===== config.mk =====
export PLATFORM = sky130hd
export DESIGN_NAME = srtf_tick_scheduler
export DESIGN_NICKNAME = d
export VERILOG_FILES = /design/src/rtl/core/srtf_pkg.sv /design/src/rtl/core/srtf_tick_scheduler.sv /design/src/rtl/core/srtf_table.sv /design/src/rtl/core/srtf_ctrl.sv
export SDC_FILE = /design/constraint.sdc
export NUM_CORES = 2
export LEC_CHECK = 0
export BUFFER_PORTS_ARGS = -buffer_cell sky130_fd_sc_hd__buf_4
export CAP_MARGIN = 20
export CORE_ASPECT_RATIO = 0.75
export CORE_UTILIZATION = 68
export DETAILED_ROUTE_END_ITERATION = 8
export HOLD_SLACK_MARGIN = 0.05
export PLACE_DENSITY = 0.85
export SLEW_MARGIN = 5
export SYNTH_ARGS = -nofsm -noshare
export SYNTH_HDL_FRONTEND = slang
export SYNTH_SLANG_ARGS = --single-unit

===== constraint.sdc =====
create_clock -name clk -period 20.8 [get_ports clk]
set_clock_uncertainty 0.1 [all_clocks]
set_input_delay 2.08 -clock clk [delete_from_list [all_inputs] [get_ports clk]]
set_output_delay 2.08 -clock clk [all_outputs]
set_load 0.01 [all_outputs]

===== src/rtl/core/srtf_pkg.sv =====
`default_nettype none
package srtf_pkg;

  localparam int ID_W    = 6;
  localparam int BURST_W = 16;
  localparam int TIME_W  = 32;

  typedef enum logic [2:0] {
    S_IDLE,
    S_ADM,
    S_SCAN,
    S_LAST,
    S_UPD,
    S_FIN
  } state_t;

  typedef enum logic [2:0] {
    STAT_IDLE     = 3'd0,
    STAT_RAN      = 3'd1,
    STAT_FINISHED = 3'd2,
    STAT_ADMITTED = 3'd3,
    STAT_REJECTED = 3'd4
  } status_t;

  typedef struct packed {
    logic [ID_W-1:0]    id;
    logic [BURST_W-1:0] burst;
    logic [BURST_W-1:0] executed;
    logic [TIME_W-1:0]  arrival;
    logic [TIME_W-1:0]  order;
  } entry_t;

  typedef struct packed {
    logic rd;
    logic wr;
    logic set_vld;
    logic clr_vld;
  } table_ctl_t;

endpackage
`default_nettype wire


===== src/rtl/core/srtf_tick_scheduler.sv =====
// admit: one free-slot probe a cycle from slot 0, strobing ADMITTED at the first free slot or REJECTED after the last
// tick: states scan, last compare and update, plus a finish state on completion; the scan reads
//   one table entry a cycle through the single memory port
// one item at a time: busy stays high until the result is registered
// results are strobed for one cycle and the receiver cannot stall them
// synchronous reset clears valid bits, clock and admit counter; no clearing pass
`default_nettype none
module srtf_tick_scheduler import srtf_pkg::*; #(
  parameter int TABLE_DEPTH = 16
) (
  input  wire logic               clk,
  input  wire logic               rst_n,
  input  wire logic               start,
  output logic                    busy,
  input  wire logic               in_action,
  input  wire logic [ID_W-1:0]    in_process_id,
  input  wire logic [BURST_W-1:0] in_burst_length,
  output logic                    out_valid,
  output logic [2:0]              out_status,
  output logic [ID_W-1:0]         out_running_id,
  output logic [TIME_W-1:0]       out_turnaround,
  output logic [TIME_W-1:0]       out_waiting
);

  localparam int IDX_W = $clog2(TABLE_DEPTH);

  table_ctl_t       tbl_ctl;
  logic [IDX_W-1:0] tbl_addr;
  entry_t           tbl_wdata;
  entry_t           tbl_rdata;
  logic             tbl_rd_vld;
  logic             tbl_addr_vld;

  srtf_ctrl #(
    .TABLE_DEPTH(TABLE_DEPTH)
  ) u_ctrl (
    .clk            (clk),
    .rst_n          (rst_n),
    .start          (start),
    .busy           (busy),
    .in_action      (in_action),
    .in_process_id  (in_process_id),
    .in_burst_length(in_burst_length),
    .out_valid      (out_valid),
    .out_status     (out_status),
    .out_running_id (out_running_id),
    .out_turnaround (out_turnaround),
    .out_waiting    (out_waiting),
    .tbl_ctl        (tbl_ctl),
    .tbl_addr       (tbl_addr),
    .tbl_wdata      (tbl_wdata),
    .tbl_rdata      (tbl_rdata),
    .tbl_rd_vld     (tbl_rd_vld),
    .tbl_addr_vld   (tbl_addr_vld)
  );

  srtf_table #(
    .TABLE_DEPTH(TABLE_DEPTH)
  ) u_table (
    .clk     (clk),
    .rst_n   (rst_n),
    .ctl     (tbl_ctl),
    .addr    (tbl_addr),
    .wdata   (tbl_wdata),
    .rdata   (tbl_rdata),
    .rd_vld  (tbl_rd_vld),
    .addr_vld(tbl_addr_vld)
  );

  a_busy_after_transfer: assert property (@(posedge clk) disable iff (!rst_n)
    (start && !busy) |=> busy)
    else $error("busy not raised after input transfer");

  a_strobe_when_done: assert property (@(posedge clk) disable iff (!rst_n)
    out_valid |-> !busy)
    else $error("result strobed while item still in progress");

  a_single_strobe: assert property (@(posedge clk) disable iff (!rst_n)
    out_valid |=> !out_valid)
    else $error("result strobe held for more than one cycle");

  a_times_only_on_finish: assert property (@(posedge clk) disable iff (!rst_n)
    (out_valid && (out_status != STAT_FINISHED)) |->
      ((out_turnaround == '0) && (out_waiting == '0)))
    else $error("timing fields nonzero on a result that is not a completion");

endmodule
`default_nettype wire


===== src/rtl/core/srtf_table.sv =====
`default_nettype none
module srtf_table import srtf_pkg::*; #(
  parameter int TABLE_DEPTH = 16,
  localparam int IDX_W = $clog2(TABLE_DEPTH)
) (
  input  wire logic             clk,
  input  wire logic             rst_n,
  input  wire table_ctl_t       ctl,
  input  wire logic [IDX_W-1:0] addr,
  input  wire entry_t           wdata,
  output entry_t                rdata,
  output logic                  rd_vld,
  output logic                  addr_vld
);

  entry_t                   mem_r [TABLE_DEPTH];
  logic [TABLE_DEPTH-1:0]   vld_r;
  entry_t                   rdata_r;
  logic                     rd_vld_r;

  // single address port: one read and one write per cycle, both at the same address
  always_ff @(posedge clk) begin
    if (ctl.wr) begin
      mem_r[addr] <= wdata;
    end
    if (ctl.rd) begin
      rdata_r  <= mem_r[addr];
      rd_vld_r <= vld_r[addr];
    end
  end

  always_ff @(posedge clk) begin
    if (!rst_n) begin
      vld_r <= '0;
    end else if (ctl.set_vld) begin
      vld_r[addr] <= 1'b1;
    end else if (ctl.clr_vld) begin
      vld_r[addr] <= 1'b0;
    end
  end

  assign rdata    = rdata_r;
  assign rd_vld   = rd_vld_r;
  assign addr_vld = vld_r[addr];

endmodule
`default_nettype wire


===== src/rtl/core/srtf_ctrl.sv =====
`default_nettype none
module srtf_ctrl import srtf_pkg::*; #(
  parameter int TABLE_DEPTH = 16,
  localparam int IDX_W = $clog2(TABLE_DEPTH)
) (
  input  wire logic               clk,
  input  wire logic               rst_n,
  input  wire logic               start,
  output logic                    busy,
  input  wire logic               in_action,
  input  wire logic [ID_W-1:0]    in_process_id,
  input  wire logic [BURST_W-1:0] in_burst_length,
  output logic                    out_valid,
  output logic [2:0]              out_status,
  output logic [ID_W-1:0]         out_running_id,
  output logic [TIME_W-1:0]       out_turnaround,
  output logic [TIME_W-1:0]       out_waiting,
  output table_ctl_t              tbl_ctl,
  output logic [IDX_W-1:0]        tbl_addr,
  output entry_t                  tbl_wdata,
  input  wire entry_t             tbl_rdata,
  input  wire logic               tbl_rd_vld,
  input  wire logic               tbl_addr_vld
);

  localparam logic [IDX_W-1:0] LAST_IDX = IDX_W'(TABLE_DEPTH - 1);

  state_t             state_r, state_nxt;
  logic [IDX_W-1:0]   cnt_r, cnt_nxt;
  logic [ID_W-1:0]    pid_r, pid_nxt;
  logic [BURST_W-1:0] burst_r, burst_nxt;
  logic [TIME_W-1:0]  clock_r, clock_nxt;
  logic [TIME_W-1:0]  admit_cnt_r, admit_cnt_nxt;
  logic               cmp_en_r, cmp_en_nxt;
  logic [IDX_W-1:0]   cmp_idx_r, cmp_idx_nxt;
  logic               found_r, found_nxt;
  logic [IDX_W-1:0]   best_idx_r, best_idx_nxt;
  logic [BURST_W-1:0] best_rem_r, best_rem_nxt;
  entry_t             best_r, best_nxt;
  logic [TIME_W-1:0]  turn_r, turn_nxt;

  logic               out_vld_r, out_vld_nxt;
  status_t            out_status_r, out_status_nxt;
  logic [ID_W-1:0]    out_id_r, out_id_nxt;
  logic [TIME_W-1:0]  out_turn_r, out_turn_nxt;
  logic [TIME_W-1:0]  out_wait_r, out_wait_nxt;

  logic [BURST_W-1:0] rem_cand;
  logic               better;
  logic [BURST_W-1:0] exec_inc;
  logic               fin;

  // candidate from the entry read last cycle
  assign rem_cand = (tbl_rdata.executed >= tbl_rdata.burst) ? '0 :
                    tbl_rdata.burst - tbl_rdata.executed;
  assign better   = !found_r || (rem_cand < best_rem_r) ||
                    ((rem_cand == best_rem_r) && (tbl_rdata.order < best_r.order));

  // executed count saturates at all ones
  assign exec_inc = (best_r.executed == '1) ? best_r.executed :
                    best_r.executed + BURST_W'(1);
  assign fin      = exec_inc >= best_r.burst;

  always_comb begin
    state_nxt = state_r;
    unique case (state_r)
      S_IDLE: begin
        if (start) begin
          state_nxt = in_action ? S_SCAN : S_ADM;
        end
      end
      S_ADM: begin
        if (!tbl_addr_vld || (cnt_r == LAST_IDX)) begin
          state_nxt = S_IDLE;
        end
      end
      S_SCAN: begin
        if (cnt_r == LAST_IDX) begin
          state_nxt = S_LAST;
        end
      end
      S_LAST: state_nxt = S_UPD;
      S_UPD:  state_nxt = (found_r && fin) ? S_FIN : S_IDLE;
      S_FIN:  state_nxt = S_IDLE;
      default: state_nxt = S_IDLE;
    endcase
  end

  always_comb begin
    cnt_nxt        = cnt_r;
    pid_nxt        = pid_r;
    burst_nxt      = burst_r;
    clock_nxt      = clock_r;
    admit_cnt_nxt  = admit_cnt_r;
    cmp_en_nxt     = 1'b0;
    cmp_idx_nxt    = cmp_idx_r;
    found_nxt      = found_r;
    best_idx_nxt   = best_idx_r;
    best_rem_nxt   = best_rem_r;
    best_nxt       = best_r;
    turn_nxt       = turn_r;
    out_vld_nxt    = 1'b0;
    out_status_nxt = out_status_r;
    out_id_nxt     = out_id_r;
    out_turn_nxt   = out_turn_r;
    out_wait_nxt   = out_wait_r;
    tbl_ctl        = '0;
    tbl_addr       = cnt_r;
    tbl_wdata      = best_r;
    tbl_wdata.executed = exec_inc;

    if (cmp_en_r && tbl_rd_vld && better) begin
      found_nxt    = 1'b1;
      best_idx_nxt = cmp_idx_r;
      best_rem_nxt = rem_cand;
      best_nxt     = tbl_rdata;
    end

    unique case (state_r)
      S_IDLE: begin
        if (start) begin
          cnt_nxt   = '0;
          pid_nxt   = in_process_id;
          burst_nxt = in_burst_length;
          found_nxt = 1'b0;
        end
      end
      S_ADM: begin
        out_id_nxt   = pid_r;
        out_turn_nxt = '0;
        out_wait_nxt = '0;
        if (!tbl_addr_vld) begin
          tbl_ctl.wr         = 1'b1;
          tbl_ctl.set_vld    = 1'b1;
          tbl_wdata.id       = pid_r;
          tbl_wdata.burst    = burst_r;
          tbl_wdata.executed = '0;
          tbl_wdata.arrival  = clock_r;
          tbl_wdata.order    = admit_cnt_r;
          admit_cnt_nxt      = admit_cnt_r + TIME_W'(1);
          out_vld_nxt        = 1'b1;
          out_status_nxt     = STAT_ADMITTED;
        end else if (cnt_r == LAST_IDX) begin
          out_vld_nxt    = 1'b1;
          out_status_nxt = STAT_REJECTED;
        end else begin
          cnt_nxt = cnt_r + IDX_W'(1);
        end
      end
      S_SCAN: begin
        tbl_ctl.rd  = 1'b1;
        cmp_en_nxt  = 1'b1;
        cmp_idx_nxt = cnt_r;
        cnt_nxt     = cnt_r + IDX_W'(1);
      end
      S_LAST: begin
      end
      S_UPD: begin
        clock_nxt    = clock_r + TIME_W'(1);
        tbl_addr     = best_idx_r;
        out_turn_nxt = '0;
        out_wait_nxt = '0;
        if (found_r) begin
          tbl_ctl.wr      = 1'b1;
          tbl_ctl.clr_vld = fin;
          if (fin) begin
            turn_nxt = clock_r - best_r.arrival + TIME_W'(1);
          end else begin
            out_vld_nxt    = 1'b1;
            out_status_nxt = STAT_RAN;
            out_id_nxt     = best_r.id;
          end
        end else begin
          out_vld_nxt    = 1'b1;
          out_status_nxt = STAT_IDLE;
          out_id_nxt     = '0;
        end
      end
      S_FIN: begin
        out_vld_nxt    = 1'b1;
        out_status_nxt = STAT_FINISHED;
        out_id_nxt     = best_r.id;
        out_turn_nxt   = turn_r;
        out_wait_nxt   = turn_r - TIME_W'(best_r.burst);
      end
      default: begin
      end
    endcase
  end

  always_ff @(posedge clk) begin
    if (!rst_n) begin
      state_r     <= S_IDLE;
      clock_r     <= '0;
      admit_cnt_r <= '0;
      cmp_en_r    <= 1'b0;
      found_r     <= 1'b0;
      out_vld_r   <= 1'b0;
    end else begin
      state_r     <= state_nxt;
      clock_r     <= clock_nxt;
      admit_cnt_r <= admit_cnt_nxt;
      cmp_en_r    <= cmp_en_nxt;
      found_r     <= found_nxt;
      out_vld_r   <= out_vld_nxt;
    end
  end

  always_ff @(posedge clk) begin
    cnt_r        <= cnt_nxt;
    pid_r        <= pid_nxt;
    burst_r      <= burst_nxt;
    cmp_idx_r    <= cmp_idx_nxt;
    best_idx_r   <= best_idx_nxt;
    best_rem_r   <= best_rem_nxt;
    best_r       <= best_nxt;
    turn_r       <= turn_nxt;
    out_status_r <= out_status_nxt;
    out_id_r     <= out_id_nxt;
    out_turn_r   <= out_turn_nxt;
    out_wait_r   <= out_wait_nxt;
  end

  assign busy           = (state_r != S_IDLE);
  assign out_valid      = out_vld_r;
  assign out_status     = out_status_r;
  assign out_running_id = out_id_r;
  assign out_turnaround = out_turn_r;
  assign out_waiting    = out_wait_r;

endmodule
`default_nettype wire


==> results.json <==
{
  "status": "complete, no violations",
  "clk_latency_ns": 0.84,
  "class_of_the_most_critical_setup_path": "reg -> reg",
  "design_area_um2": 93080,
  "finalMaxSlewViolations": 0,
  "synthesis.yosys.warnings": 0,
  "layout_cell_share_with_drive_strength_beyond_1": 0.1904,
  "tritoncts_clock_tree": "done",
  "die_area_um2": 124800,
  "yosys.area.top_type_share": 0.7131,
  "post-route-period-util": 0.3516,
  "drt.antenna.violating_nets": 0,
  "synth.yosys.seq_area_share": 0.7337,
  "post_synth_num_cell_types": 70,
  "netlist_top_cells_area": "edfxtp_1, mux4_2, ha_1",
  "static-leakage-power_uw": 0.03093,
  "post_cts_buffers": 0,
  "avgRoutedWirePerCell_um": 34.38,
  "synth_area_um2": 83880,
  "dpl-instance-area_um2": 87130,
  "grt_first_pass_wirelength_mm": 329.9,
  "drc": 0,
  "antenna_found_initial": 13,
  "buffers_on_ports": 100,
  "drt-vias-per-instance": 7.315,
  "cts.hold.buffers_added": 0,
  "grt.total_usage": 0.3708,
  "synth_top_cell_by_area": "edfxtp_1",
  "num_vias": 49003,
  "synth_cells": 4694,
  "postSynthNetCount": 4883,
  "powerDensity_nw_per_um2": 97.10,
  "global_route.overflow_total": 0,
  "drt_pass1_iterations": 6,
  "grt_max_degree": 166,
  "fin_worst_hold_slack_ns": 0.3031,
  "ios": 101,
  "ctsResizeCount": 0,
  "max-vdd-ir-drop_mv": 0.1092,
  "buffers_from_clock_root_to_sink_at_most": 3,
  "dieWidth_um": 407.6,
  "worstPathMaxFanout": 63,
  "totalNegativeSetupSlack_ns": 0,
  "achievable_clock_frequency_mhz": 136.7,
  "dp_worst_setup_slack_ns": 13.93,
  "synth_async_sr_flop_share": 0,
  "first_global_vias": 48897,
  "drt-initial-drc-count": 8205,
  "syn2layout_area_growth_pct": 10.97,
  "drv_cap": 0,
  "dp_hpwl_mm": 120.1,
  "synth_seq_cells": 2078,
  "synthesis.area_per_instance_um2": 17.87,
  "hold_viol_final": 0,
  "period_needed_ns": 7.314,
  "row_count": 111,
  "place.gp.congestion": 0.9438,
  "cp-end-kind": "flip-flop",
  "starting_density_of_the_core": 0.6863,
  "cts_buffers": 182,
  "cts-root-buf": "clkbuf_16",
  "worst_setup_path_start_kind": "flip-flop",
  "hold-path-cell-count": 0,
  "synth-edff-count": 1992,
  "report.final.setup_viol": 0,
  "layout_setup_ws_ns": 13.49,
  "clkTransAtPathRegs_ns": 0.07,
  "worstMarginPinSlew_ns": 1.234,
  "nets": 5090,
  "crit_arrival_ns": 7.64,
  "reg2regPathDepth": 24,
  "cts_num_sinks": 2078,
  "yosys_most_used_dff": "edfxtp_1",
  "holdCritPathClass": "reg -> reg",
  "overall_routed_net_length_mm": 230.3,
  "grt_setup_unrepaired": "false",
  "slew-limit-headroom": 0.1775,
  "ctsHtreeMaxLevel": 4,
  "die_height_um": 306.2,
  "fp.coreArea_um2": 122200,
  "required_time_at_the_endpoint_of_the_critical_path_ns": 21.13
}
registers in the layout, indices dropped and copies added (netlist names), 3 cells and up, named ones only:
signal / count
u_table.mem_r: 1632
u_ctrl.best_r: 102
u_table.rdata: 102
u_ctrl.admit_cnt_r: 32
u_ctrl.clock_r: 32
u_ctrl.out_turnaround: 32
u_ctrl.out_waiting: 32
u_ctrl.turn_r: 32
u_ctrl.best_rem_r: 16
u_ctrl.burst_r: 16
u_ctrl.out_running_id: 6
u_ctrl.pid_r: 6
u_ctrl.best_idx_r: 4
u_ctrl.cmp_idx_r: 4
u_ctrl.cnt_r: 4
u_ctrl.out_status: 3
u_ctrl.state_r: 3
power breakdown:
group	switching (uW)	internal, uW
clock	1560	1850
sequential	40.7	4690
combinational	554	339
placed cells by master (no fill, tap or decap), types with 35 or more instances in the layout:
cell type,n
nor2_1,135
clkbuf_1,44
xnor2_1,93
nand3_1,40
a31oi_1,124
a211oi_1,109
mux4_2,412
and2_1,179
ha_1,160
buf_4,211
and3_1,49
clkbuf_16,184
xor2_1,39
inv_1,163
nand2_1,387
nor3_1,35
edfxtp_1,1992
o21ai_0,101
dfxtp_1,85
a21oi_1,68
cell type report:
class / instances / area (um2)
diodes: 3 / 7.507
well taps: 1638 / 2049
clock buffers: 241 / 4949
clock inverters: 100 / 969.7
inverters: 164 / 615.6
fillers: 6102 / 29140
multi-input cells: 2232 / 21110
repair buffers: 243 / 1834
flip-flops and latches: 2078 / 61540
metal layers:
layer	up-vias	part of all wire	track usage
li1	18932	-	-
met1	24382	0.33	0.4926
met5	-	0.00076	0
met4	22	0.056	0.1770
met2	4770	0.46	0.5746
met3	897	0.15	0.1070
cell usage after synthesis, types with 13 or more instances:
library cell,n
nand2b_1,15
buf_2,45
xnor2_1,93
mux4_2,412
inv_1,163
o21ai_0,108
nor3_1,37
dfxtp_1,86
xor2_1,39
o21a_1,32
ha_1,160
nand3_1,40
nor2_1,154
and3_1,49
nor2b_1,25
a21oi_1,69
a211oi_1,109
and2_1,179
buf_1,32
a21o_1,27
a31oi_1,124
clkbuf_1,142
nand4_1,33
nand2_1,388
or3_1,13
edfxtp_1,1992
worst max-delay path, stage by stage, from the launching register on:
cell and delay, ns:
edfxtp_1 0.40, inv_1 0.09, ha_1 0.17, inv_1 0.07
fa_1 0.42, a21o_1 0.18, a21oi_1 0.22, o21bai_1 0.13
a2111oi_0 0.68, o41ai_1 0.33, a221o_1 0.38, o31ai_1 0.20
buf_4 0.26, nor2_1 0.09, ha_1 0.32, nor2b_1 0.16
o21a_1 0.18, o21a_1 0.18, o21a_1 0.18, o21a_1 0.16
o211ai_1 0.17, a21boi_0 0.13, o21a_1 0.22, o22ai_4 0.46
buf_4 0.95
logic make-up after synthesis:
family / synth area share
xor+xnor: 0.01378
fa+ha+maj: 0.02458
compound gates: 0.04184
mux: 0.1122
buf+inv: 0.01790
simple gates: 0.05604
flops: 0.7337
worst paths after layout:
check | slack [ns] | start | to
max | 13.49 | u_table.rdata[80] | u_ctrl.best_r[42]
min | 0.30 | u_ctrl.cmp_idx_r[1] | u_ctrl.best_idx_r[1]
max reg2reg | 13.49 | u_table.rdata[80] | u_ctrl.best_r[42]
min reg2reg | 0.30 | u_ctrl.cmp_idx_r[1] | u_ctrl.best_idx_r[1]
through the flow:
step / utilization / std cells / total power, uW
after floorplan: - / 4694 / 5395
final: 0.7616 / 6699 / 9038
after global placement: 0.7103 / 6301 / 5630
after global routing: 0.7615 / 6696 / 9221
after CTS: 0.7613 / 6693 / 9022
after detailed placement: 0.7129 / 6352 / 5663
Note: power is estimated with default switching activity, not from simulation.
